## config.mk

```make
export PLATFORM = sky130hd
export DESIGN_NAME = ukst_prio
export DESIGN_NICKNAME = d
export VERILOG_FILES = /design/src/rtl/core/ukst_prio.sv
export SDC_FILE = /design/constraint.sdc
export NUM_CORES = 1
export LEC_CHECK = 0
export ABC_AREA = 1
export BUFFER_PORTS_ARGS = -buffer_cell sky130_fd_sc_hd__buf_2
export CORE_MARGIN = 3
export CORE_UTILIZATION = 25
export DETAILED_ROUTE_END_ITERATION = 8
export MAX_ROUTING_LAYER = met4
export SLEW_MARGIN = 10
export SYNTH_ARGS = -nofsm -noshare
export SYNTH_HDL_FRONTEND = slang
export SYNTH_SLANG_ARGS = --single-unit
```

## constraint.sdc

```tcl
create_clock -name vclk -period 6.3
set_input_delay 0.63 -clock vclk [all_inputs]
set_output_delay 0.63 -clock vclk [all_outputs]
set_load 0.01 [all_outputs]
```

## src/rtl/core/ukst_prio.sv

```systemverilog
// Lowest-set-bit finder over the row of cell match flags.
// Depends on nothing.
module ukst_prio #(
    parameter int WIDTH = 128,
    parameter int IDX_W = 7
) (
    input  logic [WIDTH-1:0] i_match,
    output logic             o_found,
    output logic [IDX_W-1:0] o_idx
);
    always_comb begin
        o_idx = '0;
        for (int i = WIDTH - 1; i >= 0; i--) begin
            if (i_match[i]) begin
                o_idx = IDX_W'(i);
            end
        end
    end

    assign o_found = |i_match;
endmodule

```

# Word-level counts from Yosys, hierarchy flattened
# Cells that the tools add are included.
[word_totals]
register_bits = 0
in_bits = 128
output_inout_bits = 8
word_cells = 129
[op_classes]
mux = 128
reduce_logical = 1
[ops]
columns = ["cell", "count"]
rows = [
  ["2-to-1 mux 7 bit", 128],
  ["OR reduction 128 bit", 1],
]

# Logic depth before layout (Yosys ltp)
[depth]
depth_word = 128
mapped_depth = 127
mapped_depth_nobuf = 127

# Worst setup path after synthesis
# OpenSTA, ideal clock, no wires.
[synth_path]
path_type = "in2out"
start = "in i_match[126]"
end = "out o_idx[0]"
t_arrival_ns = 6.036
required_ns = 5.670
path_slack_ns = -0.366
cell_stages = 127
n_path_buf = 0
cell_sequence = "inv_1 -> nand2_1 -> nand2_1 -> nand2_1 -> nand2_1 -> nand2_1 -> nand2_1 -> nand2_1 -> nand2_1 -> nand2_1 -> nand2_1 -> nand2_1 -> nand2_1 -> nand2_1 -> nand2_1 -> nand2_1 -> nand2_1 -> nand2_1 -> (+91 left out) -> nand2_1 -> nand2_1 -> nand2_1 -> nand2_1 -> nand2_1 -> nand2_1 -> nand2_1 -> nand2_1 -> nand2_1 -> nand2_1 -> nand2_1 -> nand2_1 -> nand2_1 -> nand2_1 -> nand2_1 -> nand2_1 -> nand2_1 -> a21oi_2"
[synth_between]
elab_chain_len = 127
[synth_lines]
columns = ["element", "line_no", "source"]
rows = [
  ["start, declared", "7", "input logic [WIDTH-1:0] i_match,"],
  ["2-to-1 mux 7 bit (127 in a row)", "14", "if (i_match[i]) begin"],
  ["end, declared", "9", "output logic [IDX_W-1:0] o_idx"],
]
# Every way passes these cells.

# Worst setup path after layout
# Ends and elaborated chain as after synthesis.

==> flow_summary.toml <==
[sta]
slew_violations = 0
maxSlewHeadroom_pct = 57.7
finalCritPeriodShare_pct = 118
setup_viol = 1
post-route-min-period_ns = 7.42
holdWs_ns = 1.53
setup_ws_ns = -1.12
rsz0062_at_grt = "true"
finalHoldViolations = 0
max_freq_mhz = 135
max_slew.worst_pin.slew_ns = 0.629

[synthesis]
yosysWarnings = 0
syn-cell-area_mm2 = 0.00197
synthCells = 478
seq_area_frac_synth_pct = 0
synth_nets = 606
synth_cell_type_count = 18
avgSynthCellArea_um2 = 4.12

[grt]
grt_overflow = 0
grt_max_degree = 5
grt_pass1_wl_um = 9480
grt_use_total_pct = 12.5
antenna_found_initial = 0
grt_pass1_vias = 2484

[min_path]
hold_class = "in2out"
whs_endpoint = "o_idx[0]"
hold_depth = 3
hold_start = "i_match[0]"

[final_layout]
final_cells = 732
nets = 763
final_common_cell = "nand2_1"
regArea_um2 = 0
syn2layout_area_growth_pct = 48.1
seq_cells = 0
layout-drive-gt1-share_pct = 29.9
utilization_pct = 39.1
antennaDiodeCount = 0
clock_buffers = 0
final_cell_mix = "nand2_1, buf_2, inv_1"

[routing]
first_pass_iters = 4
vias_per_cell = 3.93
drt_iter0_drc = 72
ant_nets = 0
wl_per_cell_um = 7.94
vias = 2880
wl_um = 5810
drc = 0

[critical_path]
crit_path_start_kind = "primary input"
worstPathArrival_ns = 6.79
crit_type = "in2out"
slowest_delay_ns = 0.13
cp_max_fo = 2
critical_path_required_ns = 5.67
slowest_stage = "buf_2"
critical_path.endpoint_type = "output port"
crit_top_cell = "nand2_1"

[die]
io_pins = 136
start_util_pct = 26.4
rows = 31
die_h_um = 94.7
die_w_um = 94.7
core_mm2 = 0.00745
dieArea_mm2 = 0.00897

[power]
powerDensity_mw_per_mm2 = 48.3
p_leak_nw = 2.00
peakVddDrop_mv = 0.0202

[place]
dpl.hpwl_um = 5510
dp.cells = 732
place_congestion = 0.765
place_ws_ns = -1.17
io_buffers = 136

[job]
maxCapViolCount = 0

[clocking]
cts_hold_buf = 0
postCtsResizedCells = 0

[status]
failed_checks = "negative setup slack"
status = "finished with violations"
cell usage after synthesis (all sizes together) (2+ instances only):
cell type / number / area share (%)
a31oi: 3 / 0.95
o31ai: 2 / 0.76
nand3: 7 / 1.8
nand4: 2 / 0.64
nor4: 5 / 1.6
nor3: 4 / 1.0
bufinv: 7 / 6.2
o21ai: 3 / 0.76
nor2: 91 / 17
nand2: 219 / 42
o21bai: 2 / 0.76
a21oi: 6 / 1.7
inv: 125 / 24
layer usage:
| metal | part of all wire (%) | global-route usage, % | vias up | routed length, um |
|---|---|---|---|---|
| met2 | 45 | 22.0 | 93 | 2600 |
| li1 | - | - | 1668 | - |
| met3 | 7.8 | 0.637 | 4 | 454 |
| met4 | 0.65 | 1.08 | 0 | 38 |
| met5 | 0 | - | - | 0 |
| met1 | 47 | 16.5 | 1115 | 2720 |
stage by stage:
step / total power, mW / instance area, um2 / setup TNS (ns)
6_report: 0.141 / 2920 / -1.12
5_1_grt: 0.164 / 2920 / -2.57
4_1_cts: 0.142 / 2920 / -1.18
3_5_place_dp: 0.142 / 2920 / -1.17
3_3_place_gp: 0.140 / 2920 / -1.08
2_1_floorplan: 0.0721 / 1970 / -0.366
worst max path at each step:
stage,to,slack [ns],startpoint,depth (start not counted)
2_1_floorplan,o_idx[0],-0.37,i_match[126],127
3_3_place_gp,o_idx[0],-1.08,i_match[126],129
3_5_place_dp,o_idx[0],-1.17,i_match[126],129
4_1_cts,o_idx[0],-1.18,i_match[126],129
5_1_grt,o_idx[0],-2.57,i_match[126],129
6_report,o_idx[0],-1.12,i_match[126],129
power breakdown:
part	internal, mW	switching, mW
combinational	0.0725	0.0682
sequential	0	0
clock	0	0
total	0.0725	0.0682
critical path: cells and delay by family:
kind / cells / cell delay (ns)
AOI/OAI and AO/OA: 1 / 0.10
buffers and inverters: 3 / 0.27
and+or+nand+nor: 125 / 5.83
cells by family after synthesis:
| kind of cell | count (synthesis) | synth area share [%] |
|---|---|---|
| AO/OA/AOI/OAI | 18 | 5.78 |
| AND/OR/NAND/NOR | 328 | 64.1 |
| buffers and inverters | 132 | 30.1 |
layout make-up:
class	instances	area, um2
fill	912	4530
inverter	132	592
multi-input combinational	346	1380
tap	99	124
timing repair buffer	155	823
repair_timing:
item | CTS | global route
pin swaps | 0 | 3
hold endpoints to repair | 0 | 0
setup endpoints to repair | 1 | 1
setup buffers | 0 | 0
cloned | 0 | 0
Note: power is estimated with default switching activity, not from simulation.
