--- config.mk ---
export PLATFORM = sky130hd
export DESIGN_NAME = ukst_cell
export DESIGN_NICKNAME = d
export VERILOG_FILES = /design/src/rtl/core/ukst_pkg.sv /design/src/rtl/core/ukst_cell.sv
export SDC_FILE = /design/constraint.sdc
export NUM_CORES = 1
export LEC_CHECK = 0
export ABC_AREA = 1
export BUFFER_PORTS_ARGS = -buffer_cell sky130_fd_sc_hd__clkbuf_2
export CAP_MARGIN = 20
export CORE_ASPECT_RATIO = 0.7
export CORE_MARGIN = 2
export CORE_UTILIZATION = 40
export DETAILED_ROUTE_END_ITERATION = 12
export GPL_TIMING_DRIVEN = 0
export PLACE_DENSITY = 0.73
export SLEW_MARGIN = 20
export SYNTH_ARGS = -nofsm -noshare
export SYNTH_HDL_FRONTEND = slang
export SYNTH_SLANG_ARGS = --single-unit
--- constraint.sdc ---
create_clock -name i_clk -period 1.5 [get_ports i_clk]
set_clock_uncertainty 0.1 [all_clocks]
set_input_delay 0.225 -clock i_clk [delete_from_list [all_inputs] [get_ports i_clk]]
set_output_delay 0.225 -clock i_clk [all_outputs]
set_load 0.01 [all_outputs]
--- src/rtl/core/ukst_pkg.sv ---
// Package for the unordered key set table.
// Holds the request and response item types and the operation and status codes.
// No dependencies.
package ukst_pkg;

    localparam int OP_W     = 2;
    localparam int KEY_W    = 32;
    localparam int STATUS_W = 2;
    localparam int POS_W    = 7;
    localparam int USED_W   = 8;

    localparam logic [OP_W-1:0] OP_SEARCH = 2'd0;
    localparam logic [OP_W-1:0] OP_INSERT = 2'd1;
    localparam logic [OP_W-1:0] OP_DELETE = 2'd2;

    localparam logic [STATUS_W-1:0] STAT_OK    = 2'd0;
    localparam logic [STATUS_W-1:0] STAT_LIMIT = 2'd1;
    localparam logic [STATUS_W-1:0] STAT_MISS  = 2'd2;

    typedef struct packed {
        logic [OP_W-1:0]         op;
        logic signed [KEY_W-1:0] key;
    } t_req;

    typedef struct packed {
        logic [STATUS_W-1:0] status;
        logic [POS_W-1:0]    position;
        logic [USED_W-1:0]   entries_used;
    } t_rsp;

    // Per-cell update controls for one finishing request.
    typedef struct packed {
        logic load;
        logic shift;
    } t_cell_ctl;

endpackage

--- src/rtl/core/ukst_cell.sv ---
// One slot of the key table: a stored key and a registered match flag.
// Depends on ukst_pkg.
module ukst_cell #(
    parameter int KEY_WIDTH = 32
) (
    input  logic                 i_clk,
    input  logic                 i_rst_n,
    input  logic [KEY_WIDTH-1:0] i_key,
    input  logic                 i_cmp_en,
    input  logic                 i_in_use,
    input  ukst_pkg::t_cell_ctl  i_ctl,
    input  logic [KEY_WIDTH-1:0] i_next_key,
    output logic [KEY_WIDTH-1:0] o_key,
    output logic                 o_match
);
    import ukst_pkg::*;

    logic [KEY_WIDTH-1:0] r_key;
    logic                 r_match;

    // Payload: a new key lands on insert, the upper neighbor's key on delete.
    always_ff @(posedge i_clk) begin
        if (i_ctl.load) begin
            r_key <= i_key;
        end else if (i_ctl.shift) begin
            r_key <= i_next_key;
        end
    end

    always_ff @(posedge i_clk) begin
        if (!i_rst_n) begin
            r_match <= 1'b0;
        end else if (i_cmp_en) begin
            r_match <= i_in_use && (r_key == i_key);
        end
    end

    assign o_key   = r_key;
    assign o_match = r_match;
endmodule

# Word level (Yosys, flattened, before mapping)
# Index checks and enable logic that the tools add are counted.
[word_totals] reg_bits=33 word_cells=7
[classes] reduce_logical=2 eq_ne=1 n_mux=2
[ops] op="$mux W32" n=2
[ops] op="$eq A32 B32 Y1" n=1
[ops] op="$reduce_bool A2 Y1" n=1
[ops] op="$logic_and A1 B1 Y1" n=1

# Logic depth before layout (Yosys ltp)
# Gate-level depths: netlist of run 1.
[logic_depth] depth_word=2 depth_mapped=10

# Worst setup path before layout of run 1
# No wires, ideal clock.
[synth_path] kind="register to register" from="register r_key[14], in the netlist o_key[14]" to="register r_match, in the netlist o_match" path_slack_ns=0.285 period_less_slack_ns=1.215 arrival_ns=1.049 setup_time_ns=0.066 path_buffers=0 stages_incl_launch_ff=8 cell_sequence="edfxtp_1 -> xnor2_1 -> nand2_1 -> nor2_1 -> nand2_2 -> nor2_2 -> nand2_1 -> a21oi_2"
[synth_between] elab_chain_cells=2
[synth_lines] item="from (decl)" line_no="ukst_cell.sv:18" rtl="logic [KEY_WIDTH-1:0] r_key;"
[synth_lines] item="from (signal assigned)" line_no="ukst_cell.sv:24" rtl="r_key <= i_key;"
[synth_lines] item="from (signal assigned)" line_no="ukst_cell.sv:26" rtl="r_key <= i_next_key;"
[synth_lines] item="$eq A32 B32 Y1" line_no="ukst_cell.sv:34" rtl="r_match <= i_in_use && (r_key == i_key);"
[synth_lines] item="$logic_and A1 B1 Y1" line_no="ukst_cell.sv:34"
[synth_lines] item="to (signal assigned)" line_no="ukst_cell.sv:34"
[synth_lines] item="to (decl)" line_no="ukst_cell.sv:19" rtl="logic r_match;"
# No other way between the ends.
# A chain may end at the register's enable or synchronous reset.

# Worst setup path in the final report of run 1
[layout_path] from="register r_key[8], in the netlist o_key[8]" to="register r_match, in the netlist o_match"
# The elaborated chain is that of the path after synthesis.

==> metrics.yaml, run 1 <==
global_routing:
  grt_antenna_before_repair: 0
  grt_max_degree: 33
  grt_use_total: 0.181
  grt_pass1_wl_mm: 7.19
  grt_overflow: 0
  grt_pass1_vias: 1596
floorplan:
  start_util: 0.408
  dieArea_mm2: 0.00537
  die_h_um: 61.9
  rows: 21
  pin_count: 103
  core_mm2: 0.00470
  die_x_um: 86.7
yosys:
  syn_inst: 250
  yosysWarningCount: 0
  ys_seq_elements: 33
  synth_area_per_cell_um2: 7.67
  syn_area_mm2: 0.00192
  synth_area_leaders: "edfxtp_1 (50%), nand2_1 (21%), inv_1 (7.6%)"
  synth_top_area_frac: 0.501
  ys_seq_area_frac: 0.512
  ys_types: 20
  yosys.area.top_type: "edfxtp_1"
  syn_nets: 320
power_and_ir_drop:
  power_density_mw_per_mm2: 918
  p_total_uw: 2370
  p_leak_uw: 0.00139
  irDropWorstVdd_v: 0.000403
timing:
  rsz0062_at_grt: "no"
  fin_tns_setup_ps: 0
  worst_pin_slew_ps: 718
  timing.fmax_ghz: 0.741
  hold_viol_final: 0
  drv_slew: 0
  period_minus_slack_ps: 1350
  fin_crit_sh: 0.899
  maxSlewHeadroom: 0.521
  setup_viol: 0
finish:
  fin_cells: 417
  nNetsFinal: 429
  drive_above_1_share: 0.322
  diodes: 0
  area_growth_pct: 34.6
  design_area_mm2: 0.00258
  final_util: 0.549
  fillers: 456
placement:
  gp_routability_congestion: 0.781
  placed_area_mm2: 0.00250
  place_hpwl_mm: 3.92
  port_buffers: 102
  dp_cells: 409
cts:
  cts_setup_buffers: 0
  cts.sinks: 33
  cts-buffers-inserted: 5
  cts_max_path_buffers: 2
  clk_latency_ps: 280
  cts.clk_slew.worst_paths_ps: 60
  cts-resized-gates: 0
  htree_num_levels: 2
  cts_tree: "done"
  root_buffer: "clkbuf_8"
  hold_buffers: 0
worst_setup_path:
  cp_data_arrival_time_ps: 1460
  worst_setup_path_end_kind: "flop"
  cp.required_ps: 1610
  cp_max_fo: 2
  crit_path_start_kind: "flop"
  worstSetupPathType: "flop to flop"
run:
  max_cap_viol_count: 0
drt:
  avgViaCountPerCell: 4.50
  finalWirelength_mm: 4.83
  drtIter0Drc: 64
  detail-route-antenna-nets: 0
  wl_per_cell_um: 11.6
  via_count: 1876
  first_pass_iters: 4
  drc: 0
outcome:
  outcome: "completed"
hold_path:
  hold_class: "input pin to flop"
## kinds of logic (layout without fill, tap and decap cells)
group | after synthesis | count (layout) | synth area share
DFF | 33 | 33 | 0.512
and+or+nand+nor | 135 | 135 | 0.281
AOI/OAI and AO/OA | 23 | 23 | 0.0627
buffers and inverters | 48 | 158 | 0.0940
xor gates and xnor gates | 11 | 11 | 0.0503
## per-stage QoR
step,setup slack [ps],hold WS [ps]
final,151,63.3
after global routing,32.4,64.5
after CTS,139,55.5
after detailed placement,0.902,351
after global placement,1.13,341
after floorplan,285,247
## critical path: stages, from the launching register on
cell,delay [ps]
edfxtp_1,440
xnor2_1,150
nand2_1,70
nor2_1,160
nand2_1,70
nor2_1,120
nand2_1,80
a21oi_2,110
## layer usage
metal	vias to the layer above	GRT usage	routed length [um]
li1	997	-	-
met1	801	0.260	2410
met2	76	0.275	2000
met3	2	0.0502	400
met4	0	0.0469	22
met5	-	0	0
## where the power goes
group          switching [uW]  leakage [uW]  internal [uW]  total [uW]
sequential               75.6      0.000338           1130        1210
combinational             294       0.00101            237         531
clock                     304     0.0000422            325         629
## flip-flops by register name, summed over array words and instances, names as in the netlist
register and cells:
o_key 32, o_match 1
## path summary, 6_finish.rpt
| path | start | to | slack (ps) | cells after the start |
|---|---|---|---|---|
| worst min register to register | o_match | o_match | 390 | 2 |
| worst min-delay path | i_rst_n | o_match | 60 | 3 |
| worst max register to register | o_key[8] | o_match | 150 | 7 |
| worst max-delay path | o_key[8] | o_match | 150 | 7 |
## cells in the mapped netlist
library cell and n:
clkbuf_1 6, nand3_2 1, o21ai_1 10, edfxtp_1 32, xnor2_1 10, nand3_1 3
o21ai_0 11, nand4_1 5, xor2_1 1, dfxtp_1 1, nand2_1 109, inv_1 39
or2_0 1, o22ai_1 1, or2_2 1, a21oi_2 1, inv_2 3, nand2_2 1
nor2_1 13, nor2_2 1
## cell usage in the layout, fill, tap and decap left out
master | netlist | final
nand2_1 | 109 | 109
clkbuf_2 | 0 | 102
inv_1 | 39 | 39
edfxtp_1 | 32 | 32
nor2_1 | 13 | 13
o21ai_0 | 11 | 11
o21ai_1 | 10 | 10
xnor2_1 | 10 | 10
clkbuf_1 | 6 | 8
nand4_1 | 5 | 5
clkbuf_8 | 0 | 5
inv_2 | 3 | 3
nand3_1 | 3 | 3
or2_2 | 1 | 1
nand2_2 | 1 | 1
nand3_2 | 1 | 1
nor2_2 | 1 | 1
xor2_1 | 1 | 1
o22ai_1 | 1 | 1
or2_0 | 1 | 1
a21oi_2 | 1 | 1
clkinv_2 | 0 | 1
dfxtp_1 | 1 | 1
## final cells by class
cell class / count / area, um2 / area share
multi-input combinational: 169 / 756 / 0.293
clock inverter: 1 / 5.00 / 0.00194
tap: 57 / 71.3 / 0.0276
buffer: 6 / 22.5 / 0.00873
clock buffer: 7 / 76.3 / 0.0296
inverter: 42 / 158 / 0.0611
timing repair buffer: 102 / 510 / 0.198
sequential: 33 / 981 / 0.380
Note: power is estimated with default switching activity, not from simulation.
==> inputs of run 2 (changes only) <==
Settings changed: CORE_UTILIZATION 40 to 44, PLACE_DENSITY 0.73 to 0.79.
==> run 2 against run 1 <==
Effect of this change:
- final area up 0.39%
- largest cell class unchanged
- final cell count down 0.24%
- combinational power up 2%
==> metrics.yaml, run 2 (same netlist as run 1, synthesis figures left out) <==
global_routing:
  grt_pass1_wl_mm: 7.78  # was 7.19 mm
  grt_max_degree: 33  # unchanged
  grt_use_total: 0.204  # was 0.181
  grt_pass1_vias: 1725  # was 1596
  grt_antenna_before_repair: 0  # unchanged
  grt_overflow: 0  # unchanged
floorplan:
  rows: 20  # was 21
  die_x_um: 82.9  # was 86.7 um
  die_h_um: 59.2  # was 61.9 um
  dieArea_mm2: 0.00491  # was 0.00537 mm2
  pin_count: 103  # unchanged
  core_mm2: 0.00425  # was 0.00470 mm2
  start_util: 0.451  # was 0.408
timing:
  timing.fmax_ghz: 0.729  # was 0.741 GHz
  fin_crit_sh: 0.915  # was 0.899
  maxSlewHeadroom: 0.495  # was 0.521
  hold_viol_final: 0  # unchanged
  rsz0062_at_grt: "no"  # unchanged
  drv_slew: 0  # unchanged
  setup_viol: 0  # unchanged
  setup_slack_ps: 128  # was 151 ps
  worst_pin_slew_ps: 758  # was 718 ps
  period_minus_slack_ps: 1370  # was 1350 ps
cts:
  htree_num_levels: 2  # unchanged
  hold_buffers: 0  # unchanged
  cts_tree: "done"  # unchanged
  cts-buffers-inserted: 5  # unchanged
  clk_latency_ps: 280  # about the same
  root_buffer: "clkbuf_8"  # unchanged
  cts.sinks: 33  # unchanged
  cts.clk_slew.worst_paths_ps: 60  # about the same
  cts_max_path_buffers: 2  # unchanged
worst_setup_path:
  crit_path_start_kind: "flop"  # unchanged
  cp_data_arrival_time_ps: 1490  # was 1460 ps
  cp_cell_sequence: "xnor2_1 > nand2_1 > nor2_2 > nand2_2 > nor2_2 > nand2_1 > a21oi_2"  # was xnor2_1 > nand2_1 > nor2_1 > nand2_1 > nor2_1 > nand2_1 > a21oi_2
  cp.required_ps: 1610  # about the same
  max_stage_delay_ps: 420  # was 440 ps
  worst_setup_path_end_kind: "flop"  # unchanged
  slowest_stage: "edfxtp_1"  # unchanged
  cp_max_fo: 2  # unchanged
  worstSetupPathType: "flop to flop"  # unchanged
power_and_ir_drop:
  irDropWorstVdd_v: 0.000441  # was 0.000403 V
  switching_share: 0.284  # about the same
  clkPwrFrac: 0.259  # was 0.266
  p_sw_uw: 671  # was 673 uW
  combPwrFrac: 0.231  # was 0.224
  p_leak_uw: 0.00140  # was 0.00139 uW
  pwr-share-seq: 0.510  # about the same
  power_density_mw_per_mm2: 911  # was 918 mW/mm2
  p_total_uw: 2360  # was 2370 uW
  intPower_uw: 1690  # about the same
drt:
  finalWirelength_mm: 4.80  # was 4.83 mm
  avgViaCountPerCell: 4.46  # was 4.50
  drtIter0Drc: 90  # was 64
  first_pass_iters: 4  # unchanged
  via_count: 1856  # was 1876
  detail-route-antenna-nets: 0  # unchanged
  drc: 0  # unchanged
  wl_per_cell_um: 11.5  # was 11.6 um
finish:
  drive_above_1_share: 0.327  # was 0.322
  final_common_cell: "nand2_1"  # unchanged
  area_growth_pct: 35.1  # was 34.6%
  design_area_mm2: 0.00259  # was 0.00258 mm2
  final_cell_mix: "nand2_1 (109), clkbuf_2 (102), inv_1 (39)"  # unchanged
  nNetsFinal: 431  # was 429
  largest_reg_flops: 32  # unchanged
  diodes: 0  # unchanged
outcome:
  outcome: "completed"  # unchanged
placement:
  placed_area_mm2: 0.00250  # about the same
  pre_cts_ws_ps: 12.2  # was 0.902 ps
  port_buffers: 102  # unchanged
  gp_routability_congestion: 0.815  # was 0.781
  place_hpwl_mm: 3.86  # was 3.92 mm
hold_path:
  hold_class: "input pin to flop"  # unchanged
run:
  max_cap_viol_count: 0  # unchanged
==> run 2: cell types whose count changed in the layout (fill, tap and decap cells not counted), sizes merged <==
cell | before | now
buf | 0 | 2
clkbuf | 115 | 114
==> run 2: per-stage QoR <==
step	util	instances	TNS (ps)	hold slack, ps
floorplan	-	250	0	247
global placement	0.587	407	-67.2	343
detailed placement	0.587	407	0	341
CTS	0.605	414	0	47.1
global route	0.609	416	0	55.0
finish	0.609	416	0	53.3
==> run 2: worst paths after layout <==
check / startpoint / to / slack [ps] / cells past startpoint
max: o_key[12] / o_match / 130 / 7
min: i_rst_n / o_match / 50 / 3
max reg2reg: o_key[12] / o_match / 130 / 7
min reg2reg: o_match / o_match / 390 / 2
==> run 2: metal layers <==
layer,share of wire,vias up,track usage
met5,0,-,0
met4,0.0073,0,0.0562
met3,0.071,4,0.0557
met2,0.42,65,0.312
met1,0.50,791,0.288
li1,-,996,-
==> run 2: power groups by stage <==
stage | registers (uW) | clock network (uW) | logic [uW]
5_1_grt | 1210 | 672 | 622
3_5_place_dp | 1220 | 0 | 538
6_report | 1200 | 612 | 544
3_3_place_gp | 1220 | 0 | 528
2_1_floorplan | 1260 | 0 | 234
4_1_cts | 1200 | 634 | 539
==> run 2: final cells by class <==
cell class	instances	area, um2
timing repair buffer	104	526
clock inverter	1	3.75
tap	55	68.8
clock buffer	6	72.6
buffer	6	22.5
inverter	42	158
multi-input combinational	169	758
fill	429	1660
sequential	33	981
==> run 2: what timing repair did <==
action,CTS,global route
endpoints found under the setup margin,0,1
resized for setup,0,1
buffers inserted,0,2
hold endpoints to repair,0,0
==> run 2: critical path: cells and delay by family, from the launching register on <==
family / cells / cell delay [ps]
AO/OA/AOI/OAI: 1 / 120
flip-flops: 1 / 420
XOR/XNOR: 1 / 200
AND/OR/NAND/NOR: 5 / 480
==> inputs of run 3 (changes only) <==
Clock period 1.5 ns to 1.46 ns, I/O delays scaled along.
==> run 3 against run 2 <==
Effect of this change:
- flip-flop and latch count stayed put
- critical path depth stayed put
- sequential power is 3% higher
- first-iteration DRC count is 3.3% lower
- fmax is 0.92% higher
- setup slack worse by 27 ps
==> metrics.yaml, run 3 (same netlist as run 1, synthesis figures left out) <==
outcome:
  outcome: "completed"  # unchanged
placement:
  placed_area_mm2: 0.00250  # unchanged
  port_buffers: 102  # unchanged
  gp_routability_congestion: 0.815  # unchanged
  place_hpwl_mm: 3.86  # unchanged
cts:
  root_buffer: "clkbuf_8"  # unchanged
  cts.sinks: 33  # unchanged
  cts_tree: "done"  # unchanged
  clk_latency_ps: 280  # about the same
  cts.clk_slew.worst_paths_ps: 60  # about the same
  htree_num_levels: 2  # unchanged
  cts-buffers-inserted: 5  # unchanged
  cts_max_path_buffers: 2  # unchanged
global_routing:
  grt_pass1_wl_mm: 7.78  # unchanged
  grt_pass1_vias: 1725  # unchanged
  grt_overflow: 0  # unchanged
  grt_antenna_before_repair: 0  # unchanged
  grt_max_degree: 33  # unchanged
  grt_use_total: 0.204  # unchanged
finish:
  area_growth_pct: 36.0  # was 35.1%
  final_cell_mix: "nand2_1 (109), clkbuf_2 (102), inv_1 (39)"  # unchanged
  nNetsFinal: 432  # was 431
  final_common_cell: "nand2_1"  # unchanged
  drive_above_1_share: 0.334  # was 0.327
  diodes: 0  # unchanged
  design_area_mm2: 0.00261  # was 0.00259 mm2
  largest_reg_flops: 32  # unchanged
  fillers: 425  # was 429
drt:
  wl_per_cell_um: 11.7  # was 11.5 um
  finalWirelength_mm: 4.86  # was 4.80 mm
  avgViaCountPerCell: 4.45  # was 4.46
  via_count: 1856  # unchanged
  drc: 0  # unchanged
  detail-route-antenna-nets: 0  # unchanged
  first_pass_iters: 4  # unchanged
  drtIter0Drc: 87  # was 90
worst_setup_path:
  max_stage_delay_ps: 420  # about the same
  worstPathBufferInverterCount: 0  # unchanged
  crit_path_start_kind: "flop"  # unchanged
  cp.required_ps: 1570  # was 1610 ps
  cp_cell_sequence: "xnor2_1 > nand2_1 > nor2_2 > nand2_2 > nor2_2 > nand2_1 > a21oi_2"  # unchanged
  cp_data_arrival_time_ps: 1470  # was 1490 ps
  worst_setup_path_end_kind: "flop"  # unchanged
  slowest_stage: "edfxtp_1"  # unchanged
  cp_max_fo: 2  # unchanged
  worstSetupPathType: "flop to flop"  # unchanged
  path_delay_family: "simple AND/OR/NAND/NOR gates"  # unchanged
timing:
  worst_pin_slew_ps: 753  # was 758 ps
  whs_ps: 45.6  # was 53.3 ps
  drv_slew: 0  # unchanged
  maxSlewHeadroom: 0.498  # was 0.495
  fin_crit_sh: 0.931  # was 0.915
  timing.fmax_ghz: 0.736  # was 0.729 GHz
  setup_viol: 0  # unchanged
  rsz0062_at_grt: "yes"  # was no
  period_minus_slack_ps: 1360  # was 1370 ps
  hold_viol_final: 0  # unchanged
hold_path:
  hold_class: "input pin to flop"  # unchanged
power_and_ir_drop:
  power_density_mw_per_mm2: 936  # was 911 mW/mm2
  p_leak_uw: 0.00141  # was 0.00140 uW
  irDropWorstVdd_v: 0.000471  # was 0.000441 V
run:
  max_cap_viol_count: 0  # unchanged
floorplan:
  die_x_um: 82.9  # unchanged
  rows: 20  # unchanged
  start_util: 0.451  # unchanged
  pin_count: 103  # unchanged
  dieArea_mm2: 0.00491  # unchanged
  die_h_um: 59.2  # unchanged
  core_mm2: 0.00425  # unchanged
## run 3: layout make-up
type	instances	area, um2	share of cell area
tap	55	68.8	0.0264
clock inverter	1	3.75	0.00144
sequential	33	981	0.376
multi-input combinational	169	768	0.295
timing repair buffer	105	533	0.204
inverter	42	158	0.0605
buffer	6	22.5	0.00864
clock buffer	6	72.6	0.0278
## run 3: through the flow
step	TNS (ps)	utilization	setup WS, ps	power, uW	cells
2_1_floorplan	0	-	245	1530	250
3_3_place_gp	-1160	0.587	-37.2	1790	407
3_5_place_dp	-661	0.587	-21.8	1810	407
4_1_cts	0	0.605	50.7	2440	414
5_1_grt	-18.3	0.613	-18.3	2590	417
6_report	0	0.613	100	2440	417
## run 3: path summary, 6_finish.rpt
path | from | endpoint | slack (ps) | depth (start not counted)
setup reg to reg | o_key[12] | o_match | 100 | 7
hold reg to reg | o_match | o_match | 390 | 2
hold / removal | i_rst_n | o_match | 50 | 3
setup / recovery | o_key[12] | o_match | 100 | 7
## run 3: repair_timing
action / in CTS / in global routing
resized for setup: 0 / 3
endpoints found under the setup margin: 0 / 1
endpoints found under the hold margin: 0 / 0
hold buffers: 0 / 0
setup buffers: 0 / 3
## run 3: report_power, final
part | total [uW] | switching (uW) | internal [uW]
Sequential | 1240 | 74.6 | 1160
Combinational | 570 | 312 | 258
Clock | 634 | 313 | 321
Total | 2440 | 699 | 1740
## run 3: worst register-to-register path, stage by stage, from the launching register on
cell	delay (ps)
edfxtp_1	420
xnor2_1	200
nand2_1	100
nor2_2	110
nand2_2	60
nor2_2	110
nand2_1	80
a21oi_2	120
## run 3: per-layer routing
metal	part of all wire	global-route usage
met1	0.49	0.288
met2	0.43	0.312
met3	0.068	0.0557
met4	0.0068	0.0562
met5	0	0
